### config.mk
export PLATFORM = sky130hd
export DESIGN_NAME = jtag_scan_sequencer_top
export DESIGN_NICKNAME = d
export VERILOG_FILES = /design/src/design/jss_pkg.sv /design/src/design/jss_in_reg.sv /design/src/design/jss_core.sv /design/src/design/jtag_scan_sequencer_top.sv
export SDC_FILE = /design/constraint.sdc
export NUM_CORES = 1
export LEC_CHECK = 0
export ABC_CLOCK_PERIOD_IN_PS = 4500
export BUFFER_PORTS_ARGS = -buffer_cell sky130_fd_sc_hd__buf_2
export CORE_MARGIN = 8
export CORE_UTILIZATION = 53
export CTS_CLUSTER_DIAMETER = 50
export DETAILED_ROUTE_END_ITERATION = 10
export PLACE_DENSITY = 0.87
export SLEW_MARGIN = 5
export SYNTH_ARGS = -nofsm -noshare
export SYNTH_HDL_FRONTEND = slang
export SYNTH_SLANG_ARGS = --single-unit
### constraint.sdc
create_clock -name aclk -period 4.5 [get_ports aclk]
set_input_delay 0.9 -clock aclk [delete_from_list [all_inputs] [get_ports aclk]]
set_output_delay 0.9 -clock aclk [all_outputs]
set_load 0.01 [all_outputs]
### src/design/jss_pkg.sv
// Shared types and codes for the JTAG scan sequencer.
// No dependencies; used by jss_in_reg, jss_core and the top level.
package jss_pkg;

    localparam int SLOT_W = 6;

    typedef enum logic [2:0] {
        OP_RESET = 3'd0,
        OP_IR    = 3'd1,
        OP_DR16  = 3'd2,
        OP_DR20  = 3'd3,
        OP_DR32  = 3'd4
    } op_t;

    typedef enum logic {
        CMD_START = 1'b0,
        CMD_TICK  = 1'b1
    } cmd_t;

    // One input transaction, unpacked from the stream.
    typedef struct packed {
        logic        command;
        logic [2:0]  operation;
        logic [31:0] shift_data;
        logic        tclk_level;
        logic        tdo_bit;
    } in_item_t;

    // One result transaction; last field (slot_valid) in the lowest bits.
    typedef struct packed {
        logic        request_rejected;
        logic [31:0] captured_word;
        logic        scan_done;
        logic        sample_tdo;
        logic        tdi_level;
        logic        tms_level;
        logic        slot_valid;
    } result_t;

endpackage

### src/design/jss_in_reg.sv
// Input register stage of the JTAG scan sequencer.
// Depends on jss_pkg for the input item type.
module jss_in_reg
    import jss_pkg::*;
(
    input  logic        aclk,
    input  logic        aresetn,
    input  logic        s_tvalid,
    output logic        s_tready,
    input  logic [39:0] s_tdata,
    input  logic [0:0]  s_tuser,
    input  logic        advance,
    output logic        item_valid,
    output in_item_t    item
);

    logic     valid_reg;
    logic     valid_next;
    in_item_t item_reg;

    // The register frees up in the same cycle its content moves on.
    assign s_tready   = !valid_reg || advance;
    assign valid_next = (s_tvalid && s_tready) || (valid_reg && !advance);

    always_ff @(posedge aclk) begin
        if (!aresetn) begin
            valid_reg <= 1'b0;
        end else begin
            valid_reg <= valid_next;
        end
    end

    always_ff @(posedge aclk) begin
        if (s_tvalid && s_tready) begin
            item_reg.command    <= s_tuser[0];
            item_reg.operation  <= s_tdata[2:0];
            item_reg.shift_data <= s_tdata[34:3];
            item_reg.tclk_level <= s_tdata[35];
            item_reg.tdo_bit    <= s_tdata[36];
        end
    end

    assign item_valid = valid_reg;
    assign item       = item_reg;

endmodule

### src/design/jss_core.sv
// Scan state and single-pass slot logic of the JTAG scan sequencer.
// Depends on jss_pkg for operation codes and the item and result types.
module jss_core
    import jss_pkg::*;
#(
    parameter int RESET_CLOCKS  = 6,
    parameter int MAX_SCAN_BITS = 32
) (
    input  logic     aclk,
    input  logic     aresetn,
    input  logic     advance,
    input  in_item_t item,
    output result_t  result
);

    logic              busy_reg, busy_next;
    logic [2:0]        op_reg, op_next;
    logic [SLOT_W-1:0] idx_reg, idx_next;
    logic [31:0]       sh_reg, sh_next;
    logic [31:0]       cap_reg, cap_next;
    logic              tclk_reg, tclk_next;
    logic              pend_reg, pend_next;

    logic              is_start, start_ok, tick_ok, emit;
    logic [2:0]        emit_op;
    logic [SLOT_W-1:0] emit_k, pre, nbits;
    logic [31:0]       emit_sh, sh_after, cap_fold, word;
    logic              emit_tclk, tms, tdi, smp, msb_bit;
    logic [19:0]       rot20;

    function automatic logic [SLOT_W-1:0] scan_len(input logic [2:0] op);
        case (op)
            OP_IR:   scan_len = SLOT_W'(8);
            OP_DR16: scan_len = SLOT_W'(16);
            OP_DR20: scan_len = SLOT_W'(20);
            default: scan_len = SLOT_W'(MAX_SCAN_BITS);
        endcase
    endfunction

    function automatic logic [SLOT_W-1:0] pre_len(input logic [2:0] op);
        pre_len = (op == OP_IR) ? SLOT_W'(4) : SLOT_W'(3);
    endfunction

    function automatic logic [SLOT_W-1:0] slot_count(input logic [2:0] op);
        if (op == OP_RESET) begin
            slot_count = SLOT_W'(RESET_CLOCKS + 1);
        end else begin
            slot_count = pre_len(op) + scan_len(op) + SLOT_W'(2);
        end
    endfunction

    assign is_start = (item.command == CMD_START);
    assign start_ok = is_start && !busy_reg && (item.operation <= OP_DR32);
    assign tick_ok  = !is_start && busy_reg;

    // A start emits its first slot at once; a tick emits while slots remain.
    assign emit = start_ok || (tick_ok && (idx_reg < slot_count(op_reg)));

    assign emit_op   = is_start ? item.operation : op_reg;
    assign emit_k    = is_start ? '0 : idx_reg;
    assign emit_sh   = is_start ? item.shift_data : sh_reg;
    assign emit_tclk = is_start ? item.tclk_level : tclk_reg;
    assign pre       = pre_len(emit_op);
    assign nbits     = scan_len(emit_op);
    assign cap_fold  = pend_reg ? {cap_reg[30:0], item.tdo_bit} : cap_reg;

    always_comb begin
        case (emit_op)
            OP_IR:   msb_bit = emit_sh[7];
            OP_DR16: msb_bit = emit_sh[15];
            OP_DR20: msb_bit = emit_sh[19];
            default: msb_bit = emit_sh[MAX_SCAN_BITS-1];
        endcase
    end

    always_comb begin
        tms      = 1'b0;
        tdi      = 1'b1;
        smp      = 1'b0;
        sh_after = emit_sh;
        if (emit_op == OP_RESET) begin
            tms = (emit_k < SLOT_W'(RESET_CLOCKS));
        end else if (emit_k == '0) begin
            tms = 1'b1;
            tdi = emit_tclk;
        end else if (emit_k < pre) begin
            tms = (emit_op == OP_IR) && (emit_k == SLOT_W'(1));
        end else if (emit_k < pre + nbits) begin
            tdi      = msb_bit;
            sh_after = {emit_sh[30:0], 1'b0};
            tms      = (emit_k == pre + nbits - SLOT_W'(1));
            smp      = 1'b1;
        end else if (emit_k == pre + nbits) begin
            tms = 1'b1;
        end else begin
            tdi = emit_tclk;
        end
    end

    // The 20-bit capture comes back rotated right by four within 20 bits.
    assign rot20 = cap_fold[23:4] + {cap_fold[3:0], 16'h0000};

    always_comb begin
        case (op_reg)
            OP_RESET: word = '0;
            OP_DR20:  word = {12'h000, rot20};
            default:  word = cap_fold;
        endcase
    end

    always_comb begin
        result = '0;
        if (emit) begin
            result.slot_valid = 1'b1;
            result.tms_level  = tms;
            result.tdi_level  = tdi;
            result.sample_tdo = smp;
        end else if (tick_ok) begin
            result.scan_done     = 1'b1;
            result.captured_word = word;
        end else begin
            result.request_rejected = 1'b1;
        end
    end

    always_comb begin
        busy_next = busy_reg;
        op_next   = op_reg;
        idx_next  = idx_reg;
        sh_next   = sh_reg;
        cap_next  = cap_reg;
        tclk_next = tclk_reg;
        pend_next = pend_reg;
        if (advance) begin
            if (start_ok) begin
                busy_next = 1'b1;
                op_next   = item.operation;
                cap_next  = '0;
                tclk_next = item.tclk_level;
            end else if (tick_ok) begin
                cap_next  = cap_fold;
                pend_next = 1'b0;
                if (!emit) begin
                    busy_next = 1'b0;
                end
            end
            if (emit) begin
                idx_next  = emit_k + SLOT_W'(1);
                sh_next   = sh_after;
                pend_next = smp;
            end
        end
    end

    always_ff @(posedge aclk) begin
        if (!aresetn) begin
            busy_reg <= 1'b0;
            op_reg   <= OP_RESET;
            idx_reg  <= '0;
            pend_reg <= 1'b0;
        end else begin
            busy_reg <= busy_next;
            op_reg   <= op_next;
            idx_reg  <= idx_next;
            pend_reg <= pend_next;
        end
    end

    always_ff @(posedge aclk) begin
        sh_reg   <= sh_next;
        cap_reg  <= cap_next;
        tclk_reg <= tclk_next;
    end

endmodule

### src/design/jtag_scan_sequencer_top.sv
// Top level of the JTAG scan sequencer: input stage, scan core and result register.
// Depends on jss_pkg, jss_in_reg and jss_core.
//
// The block is a JTAG TAP master driven one transaction at a time on the slave
// stream. A start transaction (s_tuser = 0) loads a request: TAP reset, 8-bit IR
// scan or a 16-, 20- or full-width DR scan, and answers with the first TAP clock
// slot. Each tick transaction (s_tuser = 1) returns the TDO seen in the previous
// slot and answers with the next slot; the tick after the last slot answers with
// m_tlast (scan_done) and the captured word, and the block is idle again. A start
// while a scan runs, a start with an unknown operation, or a tick while idle is
// answered with request_rejected and changes nothing.
// Every input transaction yields exactly one result transaction. A result passes
// through the input register and then the result register. With the receiver
// ready, one transaction per cycle flows through; the throughput is set by the
// combinational slot logic in jss_core. When the receiver stalls, the result
// register holds its transaction; s_tready drops at once if the input register
// is occupied, else after one more transaction.
// A synchronous active-low reset empties both registers and returns the scan
// state to idle.
module jtag_scan_sequencer_top
    import jss_pkg::*;
#(
    parameter int RESET_CLOCKS  = 6,
    parameter int MAX_SCAN_BITS = 32
) (
    input  logic        aclk,
    input  logic        aresetn,
    input  logic        s_tvalid,
    output logic        s_tready,
    // operation[2:0], shift_data[34:3], tclk_level[35], tdo_bit[36], zero pad[39:37]
    input  logic [39:0] s_tdata,
    // command[0]
    input  logic [0:0]  s_tuser,
    output logic        m_tvalid,
    input  logic        m_tready,
    // tms_level[0], tdi_level[1], sample_tdo[2], captured_word[34:3], zero pad[39:35]
    output logic [39:0] m_tdata,
    // slot_valid[0], request_rejected[1]
    output logic [1:0]  m_tuser,
    // High on the transaction that finishes a scan (scan_done).
    output logic        m_tlast
);

    logic     item_valid;
    logic     advance;
    in_item_t item;
    result_t  result;
    result_t  result_reg;
    logic     m_valid_reg, m_valid_next;

    // An item moves from the input register into the result register whenever
    // the result register is empty or being emptied in this cycle.
    assign advance = item_valid && (!m_valid_reg || m_tready);

    jss_in_reg u_in_reg (
        .aclk       (aclk),
        .aresetn    (aresetn),
        .s_tvalid   (s_tvalid),
        .s_tready   (s_tready),
        .s_tdata    (s_tdata),
        .s_tuser    (s_tuser),
        .advance    (advance),
        .item_valid (item_valid),
        .item       (item)
    );

    jss_core #(
        .RESET_CLOCKS  (RESET_CLOCKS),
        .MAX_SCAN_BITS (MAX_SCAN_BITS)
    ) u_core (
        .aclk    (aclk),
        .aresetn (aresetn),
        .advance (advance),
        .item    (item),
        .result  (result)
    );

    assign m_valid_next = advance || (m_valid_reg && !m_tready);

    always_ff @(posedge aclk) begin
        if (!aresetn) begin
            m_valid_reg <= 1'b0;
        end else begin
            m_valid_reg <= m_valid_next;
        end
    end

    always_ff @(posedge aclk) begin
        if (advance) begin
            result_reg <= result;
        end
    end

    assign m_tvalid = m_valid_reg;
    assign m_tdata  = {5'b00000, result_reg.captured_word, result_reg.sample_tdo,
                       result_reg.tdi_level, result_reg.tms_level};
    assign m_tuser  = {result_reg.request_rejected, result_reg.slot_valid};
    assign m_tlast  = result_reg.scan_done;

endmodule

==> results of run 1 <==
cell families after synthesis:
| family | after synthesis |
|---|---|
| other cells | 1 |
| xor+xnor | 9 |
| fa+ha+maj | 21 |
| simple gates | 133 |
| mux | 70 |
| buf+inv | 54 |
| compound gates | 73 |
| flops | 154 |
cells in the mapped netlist, drive strengths merged, types with 5 or more instances:
library cell,instances
edfxtp,141
nor2,61
mux2i,35
mux4,31
nand2,29
inv,24
ha,20
o22ai,20
a21oi,17
clkbuf,16
buf,14
dfxtp,13
nor3,9
and2,8
nor2b,7
o21ai,7
xnor2,5
final timing paths:
kind	from	endpoint	slack [ns]
setup reg to reg	u_in_reg.item[37]$_DFFE_PP_	u_core.sh_reg[1]$_DFFE_PP_	0.75
hold reg to reg	u_in_reg.item[1]$_DFFE_PP_	u_core.tclk_reg$_DFFE_PP_	0.45
hold / removal	u_in_reg.item[1]$_DFFE_PP_	u_core.tclk_reg$_DFFE_PP_	0.45
setup / recovery	u_in_reg.item[37]$_DFFE_PP_	u_core.sh_reg[1]$_DFFE_PP_	0.75
placed cells by master (no fill, tap or decap), drive strengths merged, types with 5 or more instances in the layout:
cell / synthesis / final
mux4: 31 / 31
a21oi: 17 / 17
clkinv: 0 / 5
dfxtp: 13 / 13
nand2: 29 / 29
buf: 14 / 90
and2: 8 / 8
nor3: 9 / 9
mux2i: 35 / 35
conb: 1 / 5
o22ai: 20 / 20
nor2: 61 / 61
inv: 24 / 27
clkbuf: 16 / 19
o21ai: 7 / 7
nor2b: 7 / 7
ha: 20 / 20
xnor2: 5 / 5
edfxtp: 141 / 141
metal layers:
metal / share of wire / vias up
li1: - / 2126
met1: 0.41 / 2213
met2: 0.51 / 197
met3: 0.072 / 20
met4: 0.013 / 0
met5: 0 / -
where the power goes:
| part | switching, mW | total (mW) | internal (mW) |
|---|---|---|---|
| Sequential | 0.0296 | 1.65 | 1.62 |
| Combinational | 0.109 | 0.194 | 0.0850 |
| Clock | 0.558 | 1.44 | 0.879 |
| Total | 0.696 | 3.28 | 2.58 |
cell type report:
class	count	share of cell area
clock inverters	13	0.01984
clock buffers	19	0.05084
multi-input cells	311	0.3074
flip-flops and latches	154	0.5279
repair buffers	90	0.05701
well taps	180	0.02645
inverters	24	0.01058
per-stage QoR:
step | power [mW] | worst slack (ns) | instances | hold slack (ns)
4_1_cts | 3.300 | 0.7558 | 791 | 0.4489
6_report | 3.280 | 0.7469 | 791 | 0.4481
3_5_place_dp | 1.872 | 0.7930 | 759 | 0.4344
5_1_grt | 3.382 | 0.5160 | 791 | 0.4671
2_1_floorplan | 1.804 | 0.3667 | 519 | 0.4222
3_3_place_gp | 1.862 | 0.9369 | 759 | 0.4320
==> summary.log, run 1 <==
INFO  floorplanning  design.die.area=17890squm
INFO  critical_path  critPathCaptureType=flip-flop
INFO  finish         antenna_cells=0
INFO  yosys          synth_top_family_by_area=multiplexers
INFO  critical_path  path_cells=nor3b_1, a31oi_1, buf_4, inv_1, nand2_1, ha_1, ha_1, o21a_1, o31a_1, o41ai_4, nand4bb_2, buf_12, mux4_1
INFO  cts            cts.reportedPaths.clkPinSlew=0.06ns
INFO  cts            clkLatencyLatePin=0.42ns
INFO  cts            tritoncts_num_sinks=154
INFO  place          globalplace.congestion=0.8784
INFO  floorplanning  fp.coreArea=13720squm
INFO  detailed_routing detailedRoute.firstPassIterationCount=5
INFO  finish         final_design_area_no_fill=8516squm
INFO  detailed_routing initialDrtViolationCount=436
INFO  finish         finish.utilization=0.6207
INFO  cts            postCtsSetupRepairBufs=0
INFO  cts            cts-root-buf=sky130_fd_sc_hd__clkbuf_16
INFO  yosys          netlist_instances=515
INFO  cts            cts_htree_levels=4
INFO  global_route   initial_antenna_violation_count=0
INFO  yosys          muxShareOfSynthArea=0.1498
INFO  global_route   globalRouteMet3Util=0.04819
INFO  run            cap_viol_max_count=0
INFO  sta            tightestPinTransition=0.9791ns
INFO  finish         areaGrowthSynthToFinish=15.87%
INFO  critical_path  critical_path.top_delay_family=compound AO/OA/AOI/OAI gates
INFO  power_and_ir_drop power.density=385.2nW/um^2
INFO  detailed_routing wl_per_cell=17.91um
INFO  critical_path  worstSetupStartpointType=flip-flop
INFO  cts            cts_tree=yes
INFO  sta            slew_violations=0
INFO  global_route   grt_start_max_net_pins=43
INFO  yosys          synth_sequential_area_ratio=0.6115
INFO  finish         final_nets=664
INFO  floorplanning  initial_utilization=0.5357
INFO  floorplanning  die_height=133.8um
INFO  yosys          synth_xor_area_frac=0.01073
INFO  critical_path  cp.required=4.65ns
INFO  cts            cts_resized=0
INFO  finish         multi_input_area=2618squm
INFO  sta            fmax=266.4MHz
INFO  detailed_routing postRouteWirelength=14.17mm
INFO  cts            clk_path_buf_depth=2
INFO  power_and_ir_drop irDropWorstVdd=0.3169mV
INFO  critical_path  timing.setup.critical_path_class=flip-flop to flip-flop
INFO  detailed_routing drc=0
INFO  sta            layout_min_cycle_time=3.753ns
INFO  power_and_ir_drop leakage=3.204nW
INFO  global_route   grtUsageMet2=0.2725
INFO  yosys          synth_area=7350squm
INFO  finish         largest_reg_flops=38
INFO  finish         final_layout_size_suffix_gt1_frac=0.2700
INFO  hold_path      hold_path.class=flip-flop to flip-flop
INFO  yosys          netlist-cell-type-count=56
INFO  critical_path  r2r_cells=13
INFO  yosys          async_reset_ff_frac=0
INFO  global_route   globalRoute.busiestLayer=met2
INFO  sta            final_clock_skew=0.007485ns
INFO  run_status     run_status=finished clean
INFO  yosys          synth_simple_gate_area_frac=0.08478
INFO  global_route   globalRouteMet1Util=0.1970
INFO  critical_path  path_buf_inv=3
INFO  place          hpwlAfterDp=9.847mm
INFO  sta            grt_setup_unrepaired=false
INFO  sta            finalSetupViolations=0
INFO  critical_path  path_max_fanout=34
INFO  cts            ctsHoldBuffers=0
INFO  global_route   vias_in_the_first_global_route=4760
INFO  floorplanning  chipWidth=133.8um
INFO  critical_path  crit_path_max_incr_delay=0.59ns
INFO  floorplanning  placementRows=43
INFO  yosys          synthDominantCellAreaShare=0.5761
INFO  yosys          synth_enable_flop_cells=141
INFO  finish         fill_cells=1026
INFO  sta            setup_total_negative_slack=0ns
INFO  critical_path  timing.critical_path.depth=13
INFO  critical_path  critical_path.most_common_cell=sky130_fd_sc_hd__ha_1
INFO  detailed_routing vias=4556
INFO  global_route   grt-ovfl-total=0
INFO  global_route   grt_usage=0.1631
INFO  detailed_routing ant_nets=0
INFO  finish         area.sequential=4496squm
INFO  yosys          synth_compound_gate_area_share=0.06793
INFO  sta            finalHoldViolCount=0
INFO  place          io_buffers=81
INFO  critical_path  cp_data_arrival_time=3.90ns
INFO  yosys          post_synth_fa_ha_maj_area_fraction=0.03677
INFO  yosys          yosysTopAreaCell=sky130_fd_sc_hd__edfxtp_1
INFO  sta            max_slew_margin=0.3473
INFO  cts            cts-buffers-inserted=17
INFO  place          post_dp_cell_area=7914squm
INFO  yosys          synth.area.top_cells=sky130_fd_sc_hd__edfxtp_1 (58%), sky130_fd_sc_hd__mux4_2 (8.9%), sky130_fd_sc_hd__mux2i_1 (4.8%)
INFO  yosys          count_of_state_elements_after_synthesis=154
INFO  yosys          synth.yosys.warnings=0
INFO  yosys          synthFlopType=sky130_fd_sc_hd__edfxtp_1
INFO  sta            timing.final.crit_share=0.8340
INFO  floorplanning  boundaryPins=90
INFO  critical_path  critical-path-slowest-cell=sky130_fd_sc_hd__edfxtp_1
INFO  global_route   grt_first_pass_wirelength=23.46mm
INFO  hold_path      worstHoldPathCells=0
INFO  yosys          synthesis.area_per_instance=14.27squm
INFO  detailed_routing detail_route.vias_per_cell=5.760
(Power assumes the default switching activity.)
==> run 2: changes to the inputs <==
ABC_CLOCK_PERIOD_IN_PS = 3600   (was 4500)
CORE_UTILIZATION = 58   (was 53)
PLACE_DENSITY = 0.9   (was 0.87)
clock period = 3.6 ns   (was 4.5 ns; I/O delays follow)
==> summary.log, run 2 (synthesized netlist as in run 1, its figures left out) <==
INFO  finish         multi_input_area=2644squm
INFO  cts            ctsHoldBuffers=0
INFO  detailed_routing postRouteWirelength=14.64mm
INFO  floorplanning  boundaryPins=90
INFO  detailed_routing detail_route.vias_per_cell=5.835
INFO  critical_path  setup.reg_to_reg.worst_slack=0.1ns
INFO  power_and_ir_drop total_power=4.071mW
INFO  sta            finalHoldViolCount=0
INFO  power_and_ir_drop power.density=471.5nW/um^2
INFO  finish         most_frequent_standard_cell_in_the_layout_excluding_fill_and_tap_cells=sky130_fd_sc_hd__edfxtp_1
INFO  sta            tightestPinTransition=1.224ns
INFO  cts            cts-root-buf=sky130_fd_sc_hd__clkbuf_16
INFO  sta            fin_hold_ws=0.4634ns
INFO  global_route   grt-ovfl-total=0
INFO  cts            tritoncts_num_sinks=154
INFO  cts            cts-buffers-inserted=17
INFO  critical_path  path_max_fanout=13
INFO  cts            cts.reportedPaths.clkPinSlew=0.06ns
INFO  critical_path  critPathLaunch=u_in_reg.item[37]$_DFFE_PP_
INFO  sta            final_clock_skew=0.006581ns
INFO  finish         largest_reg_flops=38
INFO  detailed_routing initialDrtViolationCount=623
INFO  floorplanning  die_height=128.6um
INFO  place          globalplace.congestion=0.8957
INFO  critical_path  worstSetupStartpointType=flip-flop
INFO  critical_path  critical_path.reg2reg.endpoint=u_core.sh_reg[24]$_DFFE_PP_
INFO  critical_path  critPathCaptureType=flip-flop
INFO  detailed_routing ant_nets=0
INFO  finish         antenna_cells=0
INFO  sta            layout_min_cycle_time=3.501ns
INFO  hold_path      hold_path.class=flip-flop to flip-flop
INFO  critical_path  cp.required=3.75ns
INFO  place          io_buffers=81
INFO  sta            max_slew_margin=0.1840
INFO  critical_path  setup.worst_path.end=u_core.sh_reg[24]$_DFFE_PP_
INFO  floorplanning  placementRows=41
INFO  global_route   grt_usage=0.1808
INFO  cts            clk_path_buf_depth=2
INFO  cts            clkLatencyLatePin=0.42ns
INFO  place          placed_cells=758
INFO  sta            timing.final.crit_share=0.9725
INFO  global_route   vias_in_the_first_global_route=4741
INFO  cts            cts_tree=yes
INFO  power_and_ir_drop leakage=3.270nW
INFO  floorplanning  design.die.area=16530squm
INFO  sta            setup_total_negative_slack=0ns
INFO  run            cap_viol_max_count=0
INFO  critical_path  cp_data_arrival_time=3.65ns
INFO  finish         areaGrowthSynthToFinish=17.47%
INFO  critical_path  r2r_cells=12
INFO  global_route   initial_antenna_violation_count=0
INFO  global_route   grt_first_pass_wirelength=23.23mm
INFO  global_route   grt_start_max_net_pins=39
INFO  finish         mostFrequentLayoutCells=sky130_fd_sc_hd__edfxtp_1 (141), sky130_fd_sc_hd__buf_2 (81), sky130_fd_sc_hd__nor2_1 (61), sky130_fd_sc_hd__mux2i_1 (35), sky130_fd_sc_hd__mux4_2 (29)
INFO  critical_path  worst_r2r_startpoint=u_in_reg.item[37]$_DFFE_PP_
INFO  floorplanning  chipWidth=128.6um
INFO  sta            finalSetupViolations=0
INFO  sta            slew_violations=0
INFO  hold_path      worstHoldStart=u_in_reg.item[1]$_DFFE_PP_
INFO  floorplanning  initial_utilization=0.5872
INFO  power_and_ir_drop irDropWorstVdd=0.3925mV
INFO  finish         fill_cells=894
INFO  floorplanning  fp.coreArea=12520squm
INFO  detailed_routing drc=0
INFO  critical_path  timing.setup.critical_path_class=flip-flop to flip-flop
INFO  detailed_routing wl_per_cell=18.42um
INFO  finish         final-instance-count-excl-fill=795
INFO  place          hpwlAfterDp=10.19mm
INFO  finish         area.sequential=4496squm
INFO  detailed_routing vias=4639
INFO  cts            cts_htree_levels=4
INFO  finish         final_layout_size_suffix_gt1_frac=0.2841
INFO  run_status     run_status=finished clean
INFO  finish         final_nets=676
INFO  sta            fmax=285.6MHz
INFO  detailed_routing detailedRoute.firstPassIterationCount=5
[run 2: worst min-delay path by stage]
stage / to / slack, ns / cells after the start
after floorplan: u_core.tclk_reg$_DFFE_PP_ / 0.42 / 0
after global placement: u_core.tclk_reg$_DFFE_PP_ / 0.43 / 0
after detailed placement: u_core.tclk_reg$_DFFE_PP_ / 0.46 / 0
after CTS: u_in_reg.item[31]$_DFFE_PP_ / 0.46 / 1
after global routing: u_in_reg.item[31]$_DFFE_PP_ / 0.46 / 1
final: u_core.tclk_reg$_DFFE_PP_ / 0.46 / 0
[run 2: cell type report]
class	count	area share
Multi-Input combinational cell	311	0.3062
Timing Repair Buffer	102	0.07014
Sequential cell	154	0.5207
Tap cell	172	0.02493
Clock inverter	8	0.01406
Inverter	24	0.01043
Clock buffer	24	0.05348
[run 2: power by group]
group          internal, mW  total [mW]  leakage [nW]  switching (mW)
Sequential             2.03        2.06          1.45          0.0349
Clock                  1.11        1.75         0.282           0.647
Combinational         0.114       0.257          1.53           0.143
Total                  3.25        4.07          3.27           0.824
[run 2: worst max-delay path: stages (launching register included)]
cell	delay, ns
sky130_fd_sc_hd__edfxtp_1	0.50
sky130_fd_sc_hd__nor3b_1	0.28
sky130_fd_sc_hd__a31oi_1	0.11
sky130_fd_sc_hd__inv_1	0.10
sky130_fd_sc_hd__nand2_1	0.14
sky130_fd_sc_hd__ha_4	0.28
sky130_fd_sc_hd__ha_1	0.29
sky130_fd_sc_hd__o21a_1	0.19
sky130_fd_sc_hd__o31a_1	0.12
sky130_fd_sc_hd__o41ai_4	0.34
sky130_fd_sc_hd__nand4bb_4	0.21
sky130_fd_sc_hd__clkbuf_16	0.24
sky130_fd_sc_hd__mux4_2	0.44
[run 2: per-layer routing]
metal	global-route usage	wire length [um]	vias to the layer above
met5	0	0	-
met4	0.08362	294	0
met3	0.04179	1066	26
met2	0.3086	7430	210
met1	0.2141	5849	2252
li1	-	-	2151
[run 2: timing repair]
| item | in CTS | in global routing |
|---|---|---|
| hold endpoints to repair | 0 | 0 |
| cloned | 0 | 1 |
| setup buffers | 2 | 2 |
| endpoints found under the setup margin | 10 | 30 |
| resized for setup | 0 | 1 |
| pin swaps | 0 | 1 |
[run 2: metrics by stage]
| stage | util | setup WS, ns | area (sq um) |
|---|---|---|---|
| floorplan | - | 0.007653 | 7410 |
| global placement | 0.6385 | 0.1454 | 7993 |
| detailed placement | 0.6385 | -0.0008298 | 7993 |
| CTS | 0.6863 | 0.02052 | 8591 |
| global route | 0.6897 | -0.001111 | 8633 |
| finish | 0.6897 | 0.09908 | 8633 |
==> run 3: changes to the inputs <==
ABC_CLOCK_PERIOD_IN_PS = 3590   (was 3600)
CORE_UTILIZATION = 45   (was 58)
PLACE_DENSITY = 0.74   (was 0.9)
clock period = 3.59 ns   (was 3.6 ns; I/O delays follow)
==> summary.log, run 3 (synthesized netlist as in run 1, its figures left out) <==
INFO  run_status     run_status=finished clean
INFO  power_and_ir_drop p_int=3.094mW
INFO  cts            cts_tree=yes
INFO  global_route   initial_antenna_violation_count=0
INFO  place          globalplace.congestion=0.8716
INFO  finish         largest_reg_flops=38
INFO  finish         final_layout_size_suffix_gt1_frac=0.2859
INFO  detailed_routing vias=4657
INFO  critical_path  cp.required=3.74ns
INFO  floorplanning  boundaryPins=90
INFO  run            cap_viol_max_count=0
INFO  detailed_routing wl_per_cell=17.68um
INFO  place          hpwlAfterDp=10.52mm
INFO  sta            grt_setup_unrepaired=false
INFO  power_and_ir_drop p_sw=867.1uW
INFO  power_and_ir_drop power.share.sequential=0.521
INFO  place          dpl_worst_slack=0.1216ns
INFO  finish         areaGrowthSynthToFinish=17.64%
INFO  detailed_routing ant_nets=0
INFO  sta            max_slew_margin=0.1597
INFO  finish         antenna_cells=0
INFO  power_and_ir_drop irDropWorstVdd=0.3901mV
INFO  cts            cts.reportedPaths.clkPinSlew=0.06ns
INFO  detailed_routing postRouteWirelength=14.88mm
INFO  sta            finalHoldViolCount=0
INFO  sta            layout_min_cycle_time=3.314ns
INFO  power_and_ir_drop clock_power_share=0.413
INFO  cts            cts-buffers-inserted=17
INFO  detailed_routing detail_route.vias_per_cell=5.531
INFO  sta            final_clock_skew=0.006833ns
INFO  global_route   grt_start_max_net_pins=40
INFO  finish         fill_cells=1307
INFO  power_and_ir_drop leakage=3.245nW
INFO  critical_path  worstSetupStartpointType=flip-flop
INFO  sta            tightestPinTransition=1.260ns
INFO  floorplanning  design.die.area=20680squm
INFO  critical_path  critical_path.most_common_cell=sky130_fd_sc_hd__inv_1
INFO  floorplanning  fp.coreArea=15940squm
INFO  cts            cts-root-buf=sky130_fd_sc_hd__clkbuf_16
INFO  floorplanning  chipWidth=143.8um
INFO  floorplanning  die_height=143.8um
INFO  cts            cts_htree_levels=4
INFO  critical_path  path_cells=nor3b_1, a31oi_1, inv_1, nand2_1, inv_1, ha_1, xnor2_1, ha_2, nor3_1, nor2_1, o41ai_4, nand4bb_4, buf_12, mux4_1
INFO  critical_path  cp_data_arrival_time=3.47ns
INFO  critical_path  critPathCaptureType=flip-flop
INFO  critical_path  critical-path-slowest-cell=sky130_fd_sc_hd__mux4_1
INFO  cts            tritoncts_num_sinks=154
INFO  detailed_routing drc=0
INFO  cts            ctsHoldBuffers=0
INFO  sta            slew_violations=0
INFO  finish         mostFrequentLayoutCells=sky130_fd_sc_hd__edfxtp_1 (141), sky130_fd_sc_hd__buf_2 (81), sky130_fd_sc_hd__nor2_1 (61), sky130_fd_sc_hd__mux2i_1 (35), sky130_fd_sc_hd__mux4_2 (29)
INFO  sta            setup_total_negative_slack=0ns
INFO  detailed_routing initialDrtViolationCount=363
INFO  sta            final_critical_path_setup_slack=0.2758ns
INFO  finish         final_nets=679
INFO  global_route   grt_first_pass_wirelength=24.29mm
INFO  global_route   vias_in_the_first_global_route=4799
INFO  floorplanning  initial_utilization=0.4610
INFO  place          io_buffers=81
INFO  global_route   grt_usage=0.1524
INFO  finish         most_frequent_standard_cell_in_the_layout_excluding_fill_and_tap_cells=sky130_fd_sc_hd__edfxtp_1
INFO  cts            clkLatencyLatePin=0.42ns
INFO  hold_path      hold_path.class=flip-flop to flip-flop
INFO  critical_path  crit_path_max_incr_delay=0.58ns
INFO  power_and_ir_drop power.switching_fraction=0.2189
INFO  sta            timing.final.crit_share=0.9232
INFO  cts            clk_path_buf_depth=2
INFO  global_route   grt-ovfl-total=0
INFO  sta            fmax=301.7MHz
INFO  power_and_ir_drop share_comb_of_total_power=0.066
INFO  critical_path  path_max_fanout=21
INFO  critical_path  timing.setup.critical_path_class=flip-flop to flip-flop
INFO  detailed_routing detailedRoute.firstPassIterationCount=5
INFO  power_and_ir_drop power.density=458.1nW/um^2
INFO  sta            finalSetupViolations=0
INFO  floorplanning  placementRows=46
==> run 3: final timing paths <==
kind | startpoint | slack, ns | to | cells after the start
min | u_in_reg.item[1]$_DFFE_PP_ | 0.46 | u_core.tclk_reg$_DFFE_PP_ | 0
max reg2reg | u_in_reg.item[35]$_DFFE_PP_ | 0.28 | u_core.sh_reg[2]$_DFFE_PP_ | 14
min reg2reg | u_in_reg.item[1]$_DFFE_PP_ | 0.46 | u_core.tclk_reg$_DFFE_PP_ | 0
max | u_in_reg.item[35]$_DFFE_PP_ | 0.28 | u_core.sh_reg[2]$_DFFE_PP_ | 14
==> run 3: cell type report <==
type | count | area (sq um) | share of cell area
inverters | 24 | 90.09 | 0.01042
flip-flops and latches | 154 | 4496 | 0.5200
repair buffers | 105 | 610.6 | 0.07062
well taps | 216 | 270.3 | 0.03126
multi-input cells | 311 | 2644 | 0.3058
clock inverters | 12 | 98.84 | 0.01143
clock buffers | 20 | 436.7 | 0.05051
==> run 3: critical path, delay by kind of cell, from the launching register on <==
| family | cells | cell delay, ns |
|---|---|---|
| and+or+nand+nor | 5 | 0.67 |
| DFF | 1 | 0.41 |
| AOI/OAI and AO/OA | 2 | 0.33 |
| muxes | 1 | 0.58 |
| xor gates and xnor gates | 1 | 0.22 |
| buffers and inverters | 3 | 0.34 |
| adders and majority gates | 2 | 0.48 |
==> run 3: repair_timing <==
item                       CTS  global route
buffers inserted             0             1
setup endpoints to repair    0            24
gates resized for setup      0             1
==> run 3: power by group through the flow <==
stage / sequential [mW] / clock, mW / combinational, mW
5_1_grt: 2.07 / 1.74 / 0.288
2_1_floorplan: 2.10 / 0 / 0.168
3_5_place_dp: 2.10 / 0 / 0.263
4_1_cts: 2.06 / 1.67 / 0.264
3_3_place_gp: 2.10 / 0 / 0.253
6_report: 2.06 / 1.63 / 0.263
==> run 3: through the flow <==
| stage | cells | power (mW) | hold slack, ns | cell area (sq um) | utilization |
|---|---|---|---|---|---|
| final | 842 | 3.961 | 0.4637 | 8646 | 0.5423 |
| after floorplan | 519 | 2.266 | 0.4222 | 7416 | - |
| after CTS | 841 | 3.998 | 0.4524 | 8636 | 0.5417 |
| after global placement | 809 | 2.350 | 0.4326 | 8100 | 0.5081 |
| after global routing | 842 | 4.100 | 0.4470 | 8646 | 0.5423 |
| after detailed placement | 809 | 2.363 | 0.4492 | 8100 | 0.5081 |
==> run 3: routing by layer <==
metal	routed length, um	track usage	part of all wire	vias to the layer above
met5	0	0	0	-
met3	1037	0.04180	0.070	29
met4	300	0.06309	0.020	0
met1	6166	0.1840	0.41	2288
met2	7379	0.2531	0.50	184
li1	-	-	-	2156
